**config.mk**
```make
export PLATFORM = sky130hd
export DESIGN_NAME = rotate_shift_bit_unit
export DESIGN_NICKNAME = d
export VERILOG_FILES = /design/src/rtl/rsbu_pkg.sv /design/src/rtl/rsbu_alu.sv /design/src/rtl/rotate_shift_bit_unit.sv
export SDC_FILE = /design/constraint.sdc
export NUM_CORES = 1
export LEC_CHECK = 0
export BUFFER_PORTS_ARGS = -buffer_cell sky130_fd_sc_hd__clkbuf_2
export CORE_MARGIN = 3
export CORE_UTILIZATION = 45
export DETAILED_ROUTE_END_ITERATION = 6
export GPL_TIMING_DRIVEN = 0
export PLACE_DENSITY = 0.67
export SLEW_MARGIN = 40
export SYNTH_ARGS = -nofsm -noshare
export SYNTH_HDL_FRONTEND = slang
export SYNTH_HIERARCHICAL = 1
export SYNTH_SLANG_ARGS = --single-unit
export TNS_END_PERCENT = 1
```
**constraint.sdc**
```tcl
create_clock -name clk_i -period 3 [get_ports clk_i]
set_input_delay 0.3 -clock clk_i [delete_from_list [all_inputs] [get_ports clk_i]]
set_output_delay 0.3 -clock clk_i [all_outputs]
set_load 0.05 [all_outputs]
```
**src/rtl/rsbu_pkg.sv**
```systemverilog
// Shared types and codes for the rotate, shift, swap and bit unit.
`default_nettype none

package rsbu_pkg;

  // Operation codes as they arrive on the input stream.
  typedef enum logic [3:0] {
    OP_RLCA = 4'd0,
    OP_RRCA = 4'd1,
    OP_RLA  = 4'd2,
    OP_RRA  = 4'd3,
    OP_RLC  = 4'd4,
    OP_RRC  = 4'd5,
    OP_RL   = 4'd6,
    OP_RR   = 4'd7,
    OP_SLA  = 4'd8,
    OP_SRA  = 4'd9,
    OP_SWAP = 4'd10,
    OP_SRL  = 4'd11,
    OP_BIT  = 4'd12,
    OP_RES  = 4'd13,
    OP_SET  = 4'd14,
    OP_NOP  = 4'd15
  } op_e;

  // Operand target codes and register file slots.
  localparam logic [2:0] TGT_H   = 3'd4;
  localparam logic [2:0] TGT_L   = 3'd5;
  localparam logic [2:0] TGT_MEM = 3'd6;
  localparam logic [2:0] TGT_A   = 3'd7;
  localparam logic [2:0] SLOT_A  = 3'd6;
  localparam int unsigned NumRegs = 7;

  // Stream payload widths.
  localparam int unsigned InDataW  = 24;
  localparam int unsigned OutDataW = 48;

  typedef struct packed {
    logic z;
    logic n;
    logic h;
    logic c;
  } flags_t;

  typedef struct packed {
    logic [7:0] value;
    flags_t     flags;
  } alu_out_t;

endpackage

`default_nettype wire

```
**src/rtl/rsbu_alu.sv**
```systemverilog
// Combinational datapath for the rotate, shift, swap and bit operations.
`default_nettype none

module rsbu_alu
  import rsbu_pkg::*;
(
  input  op_e        op_i,
  input  logic [7:0] operand_i,
  input  logic [2:0] bit_num_i,
  input  flags_t     flags_i,
  output alu_out_t   res_o
);

  logic [7:0] v;
  logic [7:0] mask;
  logic       cin;

  assign v    = operand_i;
  assign mask = 8'd1 << bit_num_i;
  assign cin  = flags_i.c;

  // Compute the new value and flags; prefixed shifts test the result for zero.
  always_comb begin
    res_o = '0;
    case (op_i)
      OP_RLCA: begin
        res_o.value = {v[6:0], v[7]};
        res_o.flags = '{z: 1'b0, n: 1'b0, h: 1'b0, c: v[7]};
      end
      OP_RRCA: begin
        res_o.value = {v[0], v[7:1]};
        res_o.flags = '{z: 1'b0, n: 1'b0, h: 1'b0, c: v[0]};
      end
      OP_RLA: begin
        res_o.value = {v[6:0], cin};
        res_o.flags = '{z: 1'b0, n: 1'b0, h: 1'b0, c: v[7]};
      end
      OP_RRA: begin
        res_o.value = {cin, v[7:1]};
        res_o.flags = '{z: 1'b0, n: 1'b0, h: 1'b0, c: v[0]};
      end
      OP_RLC: begin
        res_o.value = {v[6:0], v[7]};
        res_o.flags = '{z: (v == 8'd0), n: 1'b0, h: 1'b0, c: v[7]};
      end
      OP_RRC: begin
        res_o.value = {v[0], v[7:1]};
        res_o.flags = '{z: (v == 8'd0), n: 1'b0, h: 1'b0, c: v[0]};
      end
      OP_RL: begin
        res_o.value = {v[6:0], cin};
        res_o.flags = '{z: ({v[6:0], cin} == 8'd0), n: 1'b0, h: 1'b0, c: v[7]};
      end
      OP_RR: begin
        res_o.value = {cin, v[7:1]};
        res_o.flags = '{z: ({cin, v[7:1]} == 8'd0), n: 1'b0, h: 1'b0, c: v[0]};
      end
      OP_SLA: begin
        res_o.value = {v[6:0], 1'b0};
        res_o.flags = '{z: (v[6:0] == 7'd0), n: 1'b0, h: 1'b0, c: v[7]};
      end
      OP_SRA: begin
        res_o.value = {v[7], v[7:1]};
        res_o.flags = '{z: (v[7:1] == 7'd0), n: 1'b0, h: 1'b0, c: v[0]};
      end
      OP_SWAP: begin
        res_o.value = {v[3:0], v[7:4]};
        res_o.flags = '{z: (v == 8'd0), n: 1'b0, h: 1'b0, c: 1'b0};
      end
      OP_SRL: begin
        res_o.value = {1'b0, v[7:1]};
        res_o.flags = '{z: (v[7:1] == 7'd0), n: 1'b0, h: 1'b0, c: v[0]};
      end
      OP_BIT: begin
        res_o.value = v;
        res_o.flags = '{z: ((v & mask) == 8'd0), n: 1'b0, h: 1'b1, c: cin};
      end
      OP_RES: begin
        res_o.value = v & ~mask;
        res_o.flags = flags_i;
      end
      OP_SET: begin
        res_o.value = v | mask;
        res_o.flags = flags_i;
      end
      default: begin
        // No-op code: value reads as zero and the flags stay.
        res_o.value = 8'd0;
        res_o.flags = flags_i;
      end
    endcase
  end

endmodule

`default_nettype wire

```
**src/rtl/rotate_shift_bit_unit.sv**
```systemverilog
// Top level of the rotate, shift, swap and bit execution unit.
`default_nettype none

// Executes one rotate, shift, swap or bit instruction per input transfer and
// returns one result transfer for each. An instruction is held in the
// input register, is executed there against the register file, flags and
// program counter, and lands in the output register; a new instruction
// is taken every cycle while the output side keeps up, so throughput is one
// instruction per clock. Throughput is set by the state update: the next
// instruction sees the registers, flags and PC that this one leaves. A stall
// on the output holds the output register and, through it, the input register.
module rotate_shift_bit_unit
  import rsbu_pkg::*;
(
  input  logic                clk_i,
  input  logic                rst_ni,
  input  logic                s_axis_tvalid,
  output logic                s_axis_tready,
  // [3:0] operation, [6:4] target, [9:7] bit_number, [17:10] memory_byte,
  // [23:18] zero
  input  logic [InDataW-1:0]  s_axis_tdata,
  output logic                m_axis_tvalid,
  input  logic                m_axis_tready,
  // [7:0] result_byte, [8] flag_zero, [9] flag_subtract, [10] flag_half,
  // [11] flag_carry, [12] memory_write, [28:13] memory_address,
  // [44:29] next_pc, [47:45] zero
  output logic [OutDataW-1:0] m_axis_tdata
);

  // Input register.
  logic       in_valid_q;
  op_e        op_q;
  logic [2:0] tgt_q;
  logic [2:0] bitn_q;
  logic [7:0] mbyte_q;

  // Architectural state.
  logic [7:0]  regs_q [NumRegs];
  flags_t      flags_q;
  logic [15:0] pc_q;

  // Output register.
  logic                out_valid_q;
  logic [OutDataW-1:0] out_data_q;

  logic        advance;
  logic        is_acc;
  logic        is_nop;
  logic        is_mem;
  logic [2:0]  slot;
  logic [7:0]  operand;
  logic [15:0] addr;
  logic [15:0] pc_d;
  logic        mem_wr;
  logic        reg_wr;
  logic [2:0]  wr_slot;
  alu_out_t    alu_res;

  // The instruction moves on when the output register is free or drains now.
  assign advance       = in_valid_q && (!out_valid_q || m_axis_tready);
  assign s_axis_tready = !in_valid_q || advance;

  // Decode.
  assign is_acc  = (op_q == OP_RLCA) || (op_q == OP_RRCA) ||
                   (op_q == OP_RLA)  || (op_q == OP_RRA);
  assign is_nop  = (op_q == OP_NOP);
  assign is_mem  = (tgt_q == TGT_MEM);
  assign slot    = (tgt_q == TGT_A) ? SLOT_A : tgt_q;
  assign addr    = {regs_q[TGT_H], regs_q[TGT_L]};
  assign operand = is_acc ? regs_q[SLOT_A] : (is_mem ? mbyte_q : regs_q[slot]);

  rsbu_alu u_alu (
    .op_i      (op_q),
    .operand_i (operand),
    .bit_num_i (bitn_q),
    .flags_i   (flags_q),
    .res_o     (alu_res)
  );

  // Write-back selection and PC step.
  assign mem_wr  = !is_acc && !is_nop && (op_q != OP_BIT) && is_mem;
  assign reg_wr  = is_acc || (!is_nop && (op_q != OP_BIT) && !is_mem);
  assign wr_slot = is_acc ? SLOT_A : slot;
  assign pc_d    = pc_q + ((is_acc || is_nop) ? 16'd1 : 16'd2);

  // Input register control.
  always_ff @(posedge clk_i or negedge rst_ni) begin
    if (!rst_ni) begin
      in_valid_q <= 1'b0;
    end else if (s_axis_tready) begin
      in_valid_q <= s_axis_tvalid;
    end
  end

  // Input register payload.
  always_ff @(posedge clk_i) begin
    if (s_axis_tready && s_axis_tvalid) begin
      op_q    <= op_e'(s_axis_tdata[3:0]);
      tgt_q   <= s_axis_tdata[6:4];
      bitn_q  <= s_axis_tdata[9:7];
      mbyte_q <= s_axis_tdata[17:10];
    end
  end

  // State update, one instruction per advance.
  always_ff @(posedge clk_i or negedge rst_ni) begin
    if (!rst_ni) begin
      for (int i = 0; i < NumRegs; i++) begin
        regs_q[i] <= 8'd0;
      end
      flags_q <= '0;
      pc_q    <= 16'd0;
    end else if (advance) begin
      if (reg_wr) begin
        regs_q[wr_slot] <= alu_res.value;
      end
      flags_q <= alu_res.flags;
      pc_q    <= pc_d;
    end
  end

  // Output register control.
  always_ff @(posedge clk_i or negedge rst_ni) begin
    if (!rst_ni) begin
      out_valid_q <= 1'b0;
    end else if (advance) begin
      out_valid_q <= 1'b1;
    end else if (m_axis_tready) begin
      out_valid_q <= 1'b0;
    end
  end

  // Output register payload.
  always_ff @(posedge clk_i) begin
    if (advance) begin
      out_data_q <= {3'd0, pc_d, addr, mem_wr, alu_res.flags.c, alu_res.flags.h,
                     alu_res.flags.n, alu_res.flags.z, alu_res.value};
    end
  end

  assign m_axis_tvalid = out_valid_q;
  assign m_axis_tdata  = out_data_q;

endmodule

`default_nettype wire

```
==> reports/metrics.csv, run 1 <==
metric;value;unit
maximum vdd drop;0.754;mV
commonest non-fill, non-tap cell in the layout;dfrtp_1;
vias per cell;5.69;
CTS sink cnt;141;
R2R Path Start;tgt_q[2]$_DFFE_PP_;
PortBufs;68;
final core occ;55.8;%
Max Clock Skew;0.00928;ns
crit path from;tgt_q[2]$_DFFE_PP_;
Die X;127;um
Final Critical Period;2.91;ns
Worst EP required;3.30;ns
Post-synth EDFFs;63;
Seq/Total Area, Yosys;58.1;%
WS Path Type;register to register;
Hold Vio Cnt, Final;0;
Synth Area per Inst;13.9;sq um
first-pass GRT wire length;23800;um
H-tree levels;4;
synthesis-stage register bit count;141;
ys flop type;dfrtp_1;
die height;127;um
largest cells by area after synthesis;dfrtp_1, edfxtp_1, mux2_2, mux4_2, mux2_4;
per-cell routed wire length;18.9;um
DR iter-0 viols;544;
share of the synthesized area in the top cell type;29.5;%
vias in the first global route;4492;
DRC violations left;0;
Num CTS Buffers;17;
Root Buffer;clkbuf_16;
worst-path fanout max;10;
unrepaired setup endpoints after global routing;no;
CP Launch Type;register;
Starting Density;46.8;%
f_max;344;MHz
pre-CTS setup slack;-0.431;ns
clock slew at reported path FFs;0.06;ns
R2R setup slack;0.09;ns
Total Nets Final;598;
R2R cell count;9;
row count;43;
WHS;0.0505;ns
async set or reset register ratio after synthesis;55.3;%
total of max-cap violations;0;
Crit. End Element;register;
initial antenna violation count;0;
Arr. time, crit path;3.21;ns
Pre-antenna DRT Iters;6;
Antenna Violating Nets Remaining;0;
drt total wl;14400;um
status;finished clean;
synthesized cell area;6620;sq um
HP Start;s_axis_tdata[8];
Leakage;3.51;nW
worst setup margin;0.0935;ns
most frequent cells in the layout;dfrtp_1, clkbuf_2, edfxtp_1;
I/O pin total;78;
area grow syn2layout;19.3;%
synthesized instance count;475;
Final Setup Violations;0;
share of cells above drive strength 1;37.4;%
PwrDens;772;nW/um^2
capture point of the worst reg-to-reg path;regs_q[27]$_DFFE_PN0P_;
Netlist cell types;55;
dpl hpwl;9640;um
n_diodes;0;
Critical Path Sink;regs_q[27]$_DFFE_PN0P_;
Synth area leader;dfrtp_1;
pin count of the biggest net entering global routing;55;
CTS tree;yes;
Via Count;4323;
HP Class;primary input to register;
Global Route Usage Sum;18.8;%
core area;14100;sq um
Max clock buf depth;2;
Slew HR;41.9;%
Ys Warns;6;
worst-margin pin slew;0.867;ns
GPL Wtd Cong;0.919;
Pins Over Slew Limit;0;
Congestion Overflow GR;0;
die area;16200;sq um
crit share post-route;96.9;%
Worst-Skew Late Latency;0.42;ns
==> routing by layer <==
metal / wire, um / track usage [%] / part of all wire [%] / vias to the layer above
met5: 0 / 0 / 0 / -
met4: 234 / 7.00 / 1.6 / 0
li1: - / - / - / 1972
met1: 6030 / 24.3 / 42 / 2162
met2: 7270 / 30.7 / 51 / 164
met3: 858 / 5.06 / 6.0 / 25
==> cell families (layout without fill, tap and decap cells) <==
group	after synthesis	after routing	synth area share [%]
and+or+nand+nor	144	144	12.2
AOI/OAI and AO/OA	43	43	5.52
other	1	3	0.0566
adders and majority gates	3	3	0.680
xor gates and xnor gates	29	29	3.84
muxes	77	77	16.7
buffers and inverters	37	140	2.95
DFF	141	141	58.1
==> report_power, final <==
group,internal (mW),leakage (nW),switching [mW],total (mW)
Clock,1.10,0.257,0.786,1.89
Combinational,0.599,1.58,0.935,1.53
Sequential,2.44,1.67,0.233,2.68
Total,4.14,3.51,1.95,6.10
==> layout make-up <==
| class | instances | area, sq um |
|---|---|---|
| Inverter | 9 | 38.8 |
| Timing Repair Buffer | 72 | 402 |
| Multi-Input combinational cell | 299 | 2660 |
| Sequential cell | 141 | 3840 |
| Clock buffer | 23 | 468 |
| Clock inverter | 9 | 65.1 |
| Fill cell | 1151 | 6250 |
| Buffer | 27 | 191 |
| Tap cell | 180 | 225 |
==> state kept, by name (all words and copies together) (netlist names) <==
signal,flops
regs_q,40
tgt_q,3
mbyte_q,8
flags_q,4
addr,16
in_valid_q,1
m_axis_tdata,45
m_axis_tvalid,1
pc_q,16
op_q,4
bitn_q,3
==> synth_stat cells (4+ instances only) <==
cell      number
a21oi_1        6
a221o_1        9
a222oi_1       5
and2_1         4
and3_1        14
buf_2          6
buf_4          5
buf_6          4
clkbuf_1      13
dfrtp_1       78
edfxtp_1      63
inv_1          8
mux2_2        42
mux2_4        16
mux4_2        16
nand2_1       40
nand2b_1       5
nand3_1       19
nand4_1        7
nor2_1        21
nor3_1         9
nor4_4         4
o211ai_1       5
xnor2_1       14
xor2_1        15
==> worst min path at each step <==
| stage | endpoint | slack (ns) | cells after the start |
|---|---|---|---|
| CTS | bitn_q[1]$_DFFE_PP_ | 0.03 | 1 |
| global placement | flags_q[2]$_DFFE_PN0P_ | 0.45 | 2 |
| global route | mbyte_q[7]$_DFFE_PP_ | 0.04 | 1 |
| floorplan | addr[0]$_DFFE_PN0P_ | 0.004 | 0 |
| detailed placement | pc_q[1]$_DFFE_PN0P_ | 0.23 | 1 |
| finish | bitn_q[1]$_DFFE_PP_ | 0.05 | 1 |
==> stage by stage <==
step / instances / cell area, sq um / TNS (ns) / power (mW)
3_3_place_gp: 725 / 7190 / -40.68 / 4.14
4_1_cts: 760 / 7830 / -0.00105 / 6.12
2_1_floorplan: 477 / 6630 / 0 / 3.81
6_report: 760 / 7900 / 0 / 6.10
3_5_place_dp: 726 / 7240 / -18.16 / 4.20
5_1_grt: 760 / 7900 / 0 / 6.38
==> critical path, cell delays in order, from the launching register on <==
cell      delay, ns
edfxtp_1       0.37
buf_4          0.23
clkbuf_4       0.27
mux4_2         0.31
and3_1         0.19
a221o_1        0.37
a222oi_1       0.48
nand3_2        0.10
buf_4          0.19
mux2_4         0.27
==> timing repair <==
item | CTS | global route
hold buffers | 1 | 0
buffers inserted | 1 | 1
endpoints found under the hold margin | 35 | 0
pin swaps | 3 | 5
gates resized for setup | 15 | 11
setup endpoints to repair | 66 | 35
(Power assumes the default switching activity.)
==> run 2: changes to the inputs <==
- CORE_ASPECT_RATIO: default -> 1.5
==> reports/metrics.csv, run 2 (synthesized netlist as in run 1, its figures left out) <==
metric;value;unit;change
Worst-Skew Late Latency;0.43;ns;about the same
R2R Path Start;tgt_q[0]$_DFFE_PP_;;
status;finished with violations;;
Hold Vio Cnt, Final;0;;unchanged
Max Clock Skew;0.0247;ns;+0.0155 ns
R2R cell count;8;;-1
DRC violations left;0;;unchanged
GPL Wtd Cong;0.926;;+0.76%
row count;53;;+23%
CTS sink cnt;141;;unchanged
core area;14200;sq um;+0.29%
Via Count;4366;;+0.99%
Total Nets Final;602;;+0.67%
crit share post-route;100;%;+3.3 points
WS Path Type;register to register;;
per-cell routed wire length;19.8;um;+4.3%
drt total wl;15300;um;+6.5%
Slew HR;49.1;%;+7.2 points
capture point of the worst reg-to-reg path;regs_q[55]$_DFFE_PN0P_;;
CTS tree;yes;;
f_max;333;MHz;-3.3%
sum of negative setup slack;-0.0135;ns;-0.0135 ns
Leakage;3.55;nW;+1.2%
cell area after layout;7940;sq um;+0.62%
Max clock buf depth;2;;unchanged
unrepaired setup endpoints after global routing;yes;;
worst-margin pin slew;0.758;ns;-0.109 ns
Congestion Overflow GR;0;;unchanged
worst setup margin;-0.00488;ns;-0.0984 ns
WHS;0.0492;ns;-0.00131 ns
initial antenna violation count;0;;unchanged
Root Buffer;clkbuf_16;;
CP Launch Type;register;;
pin count of the biggest net entering global routing;72;;+31%
crit path from;tgt_q[0]$_DFFE_PP_;;
Starting Density;46.6;%;-0.14 points
dpl hpwl;10600;um;+9.7%
share of cells above drive strength 1;38.7;%;+1.3 points
Num CTS Buffers;17;;unchanged
total of max-cap violations;0;;unchanged
die height;155;um;+21%
DR iter-0 viols;223;;-59%
PwrDens;782;nW/um^2;+1.3%
max reg flops;45;;unchanged
Crit. End Element;register;;
die area;16200;sq um;+0.19%
n_diodes;0;;unchanged
vias per cell;5.63;;-1.1%
I/O pin total;78;;unchanged
R2R setup slack;-0.005;ns;-0.10 ns
vias in the first global route;4662;;+3.8%
worst-path fanout max;10;;unchanged
Worst EP required;3.31;ns;about the same
H-tree levels;4;;unchanged
failing checks;negative setup slack;;
area grow syn2layout;20.0;%;
clock slew at reported path FFs;0.07;ns;about the same
Arr. time, crit path;3.32;ns;+0.11 ns
Placed Area;7250;sq um;+0.21%
maximum vdd drop;0.354;mV;-53%
Pre-antenna DRT Iters;5;;-1
HP Class;primary input to register;;
Global Route Usage Sum;19.7;%;+0.91 points
commonest non-fill, non-tap cell in the layout;dfrtp_1;;
Die X;105;um;-17%
Final Setup Violations;5;;+5
Antenna Violating Nets Remaining;0;;unchanged
PortBufs;68;;unchanged
Power, Total;6.21;mW;+1.9%
Pins Over Slew Limit;0;;unchanged
most frequent cells in the layout;dfrtp_1, clkbuf_2, edfxtp_1;;
Critical Path Sink;regs_q[55]$_DFFE_PN0P_;;
first-pass GRT wire length;24900;um;+4.4%
Final Critical Period;3.00;ns;+0.0984 ns
## run 2: cell types whose count changed in the layout (fill, tap and decap cells not counted), sizes merged
| cell | before | now |
|---|---|---|
| clkinvlp | 2 | 3 |
| clkinv | 8 | 5 |
| buf | 18 | 21 |
| inv | 8 | 16 |
| clkbuf | 103 | 98 |
## run 2: critical path: stages (launching register included)
cell and delay (ns):
edfxtp_1 0.42, buf_12 0.18, buf_12 0.15, mux4_2 0.56
a221o_2 0.42, mux2_2 0.28, a32oi_1 0.24, nand3_2 0.27
mux2_2 0.36
## run 2: what timing repair did
item                                   4_1_cts  5_1_grt
setup endpoints to repair                   66       55
endpoints found under the hold margin       78        0
hold buffers                                 1        0
pin swaps                                    5        3
setup buffers                                5        0
resized for setup                           20        9
## run 2: cell type report
| type | instances | area (sq um) |
|---|---|---|
| flip-flops and latches | 141 | 3840 |
| clock buffers | 17 | 425 |
| inverters | 9 | 38.8 |
| plain buffers | 28 | 196 |
| repair buffers | 75 | 424 |
| fillers | 1226 | 6250 |
| clock inverters | 15 | 125 |
| multi-input cells | 299 | 2650 |
| well taps | 192 | 240 |
## run 2: metrics by stage
step / utilization (%) / setup WS (ns) / std cells
floorplan: - / 0.126 / 477
global placement: 50.8 / -0.567 / 737
detailed placement: 51.1 / -0.530 / 738
CTS: 55.7 / -0.0126 / 776
global route: 56.0 / -0.108 / 776
finish: 56.0 / -0.00488 / 776
## run 2: how the worst min path moves through the flow
stage,start,endpoint,slack (ns),cells past startpoint
2_1_floorplan,rst_ni,addr[0]$_DFFE_PN0P_,0.004,0
3_3_place_gp,flags_q[2]$_DFFE_PN0P_,flags_q[2]$_DFFE_PN0P_,0.45,2
3_5_place_dp,rst_ni,pc_q[15]$_DFFE_PN0P_,0.13,1
4_1_cts,s_axis_tdata[17],mbyte_q[7]$_DFFE_PP_,0.04,1
5_1_grt,s_axis_tdata[12],mbyte_q[2]$_DFFE_PP_,0.04,1
6_report,s_axis_tdata[17],mbyte_q[7]$_DFFE_PP_,0.05,1
## run 2: routing by layer
metal	track usage (%)	routed length, um
met2	35.3	8100
met3	3.80	593
met4	10.0	606
met1	22.3	6040
met5	0	0
## run 2: power breakdown
part / internal, mW / leakage (nW) / switching (mW)
clock: 1.08 / 0.265 / 0.873
sequential: 2.44 / 1.67 / 0.231
combinational: 0.614 / 1.61 / 0.972
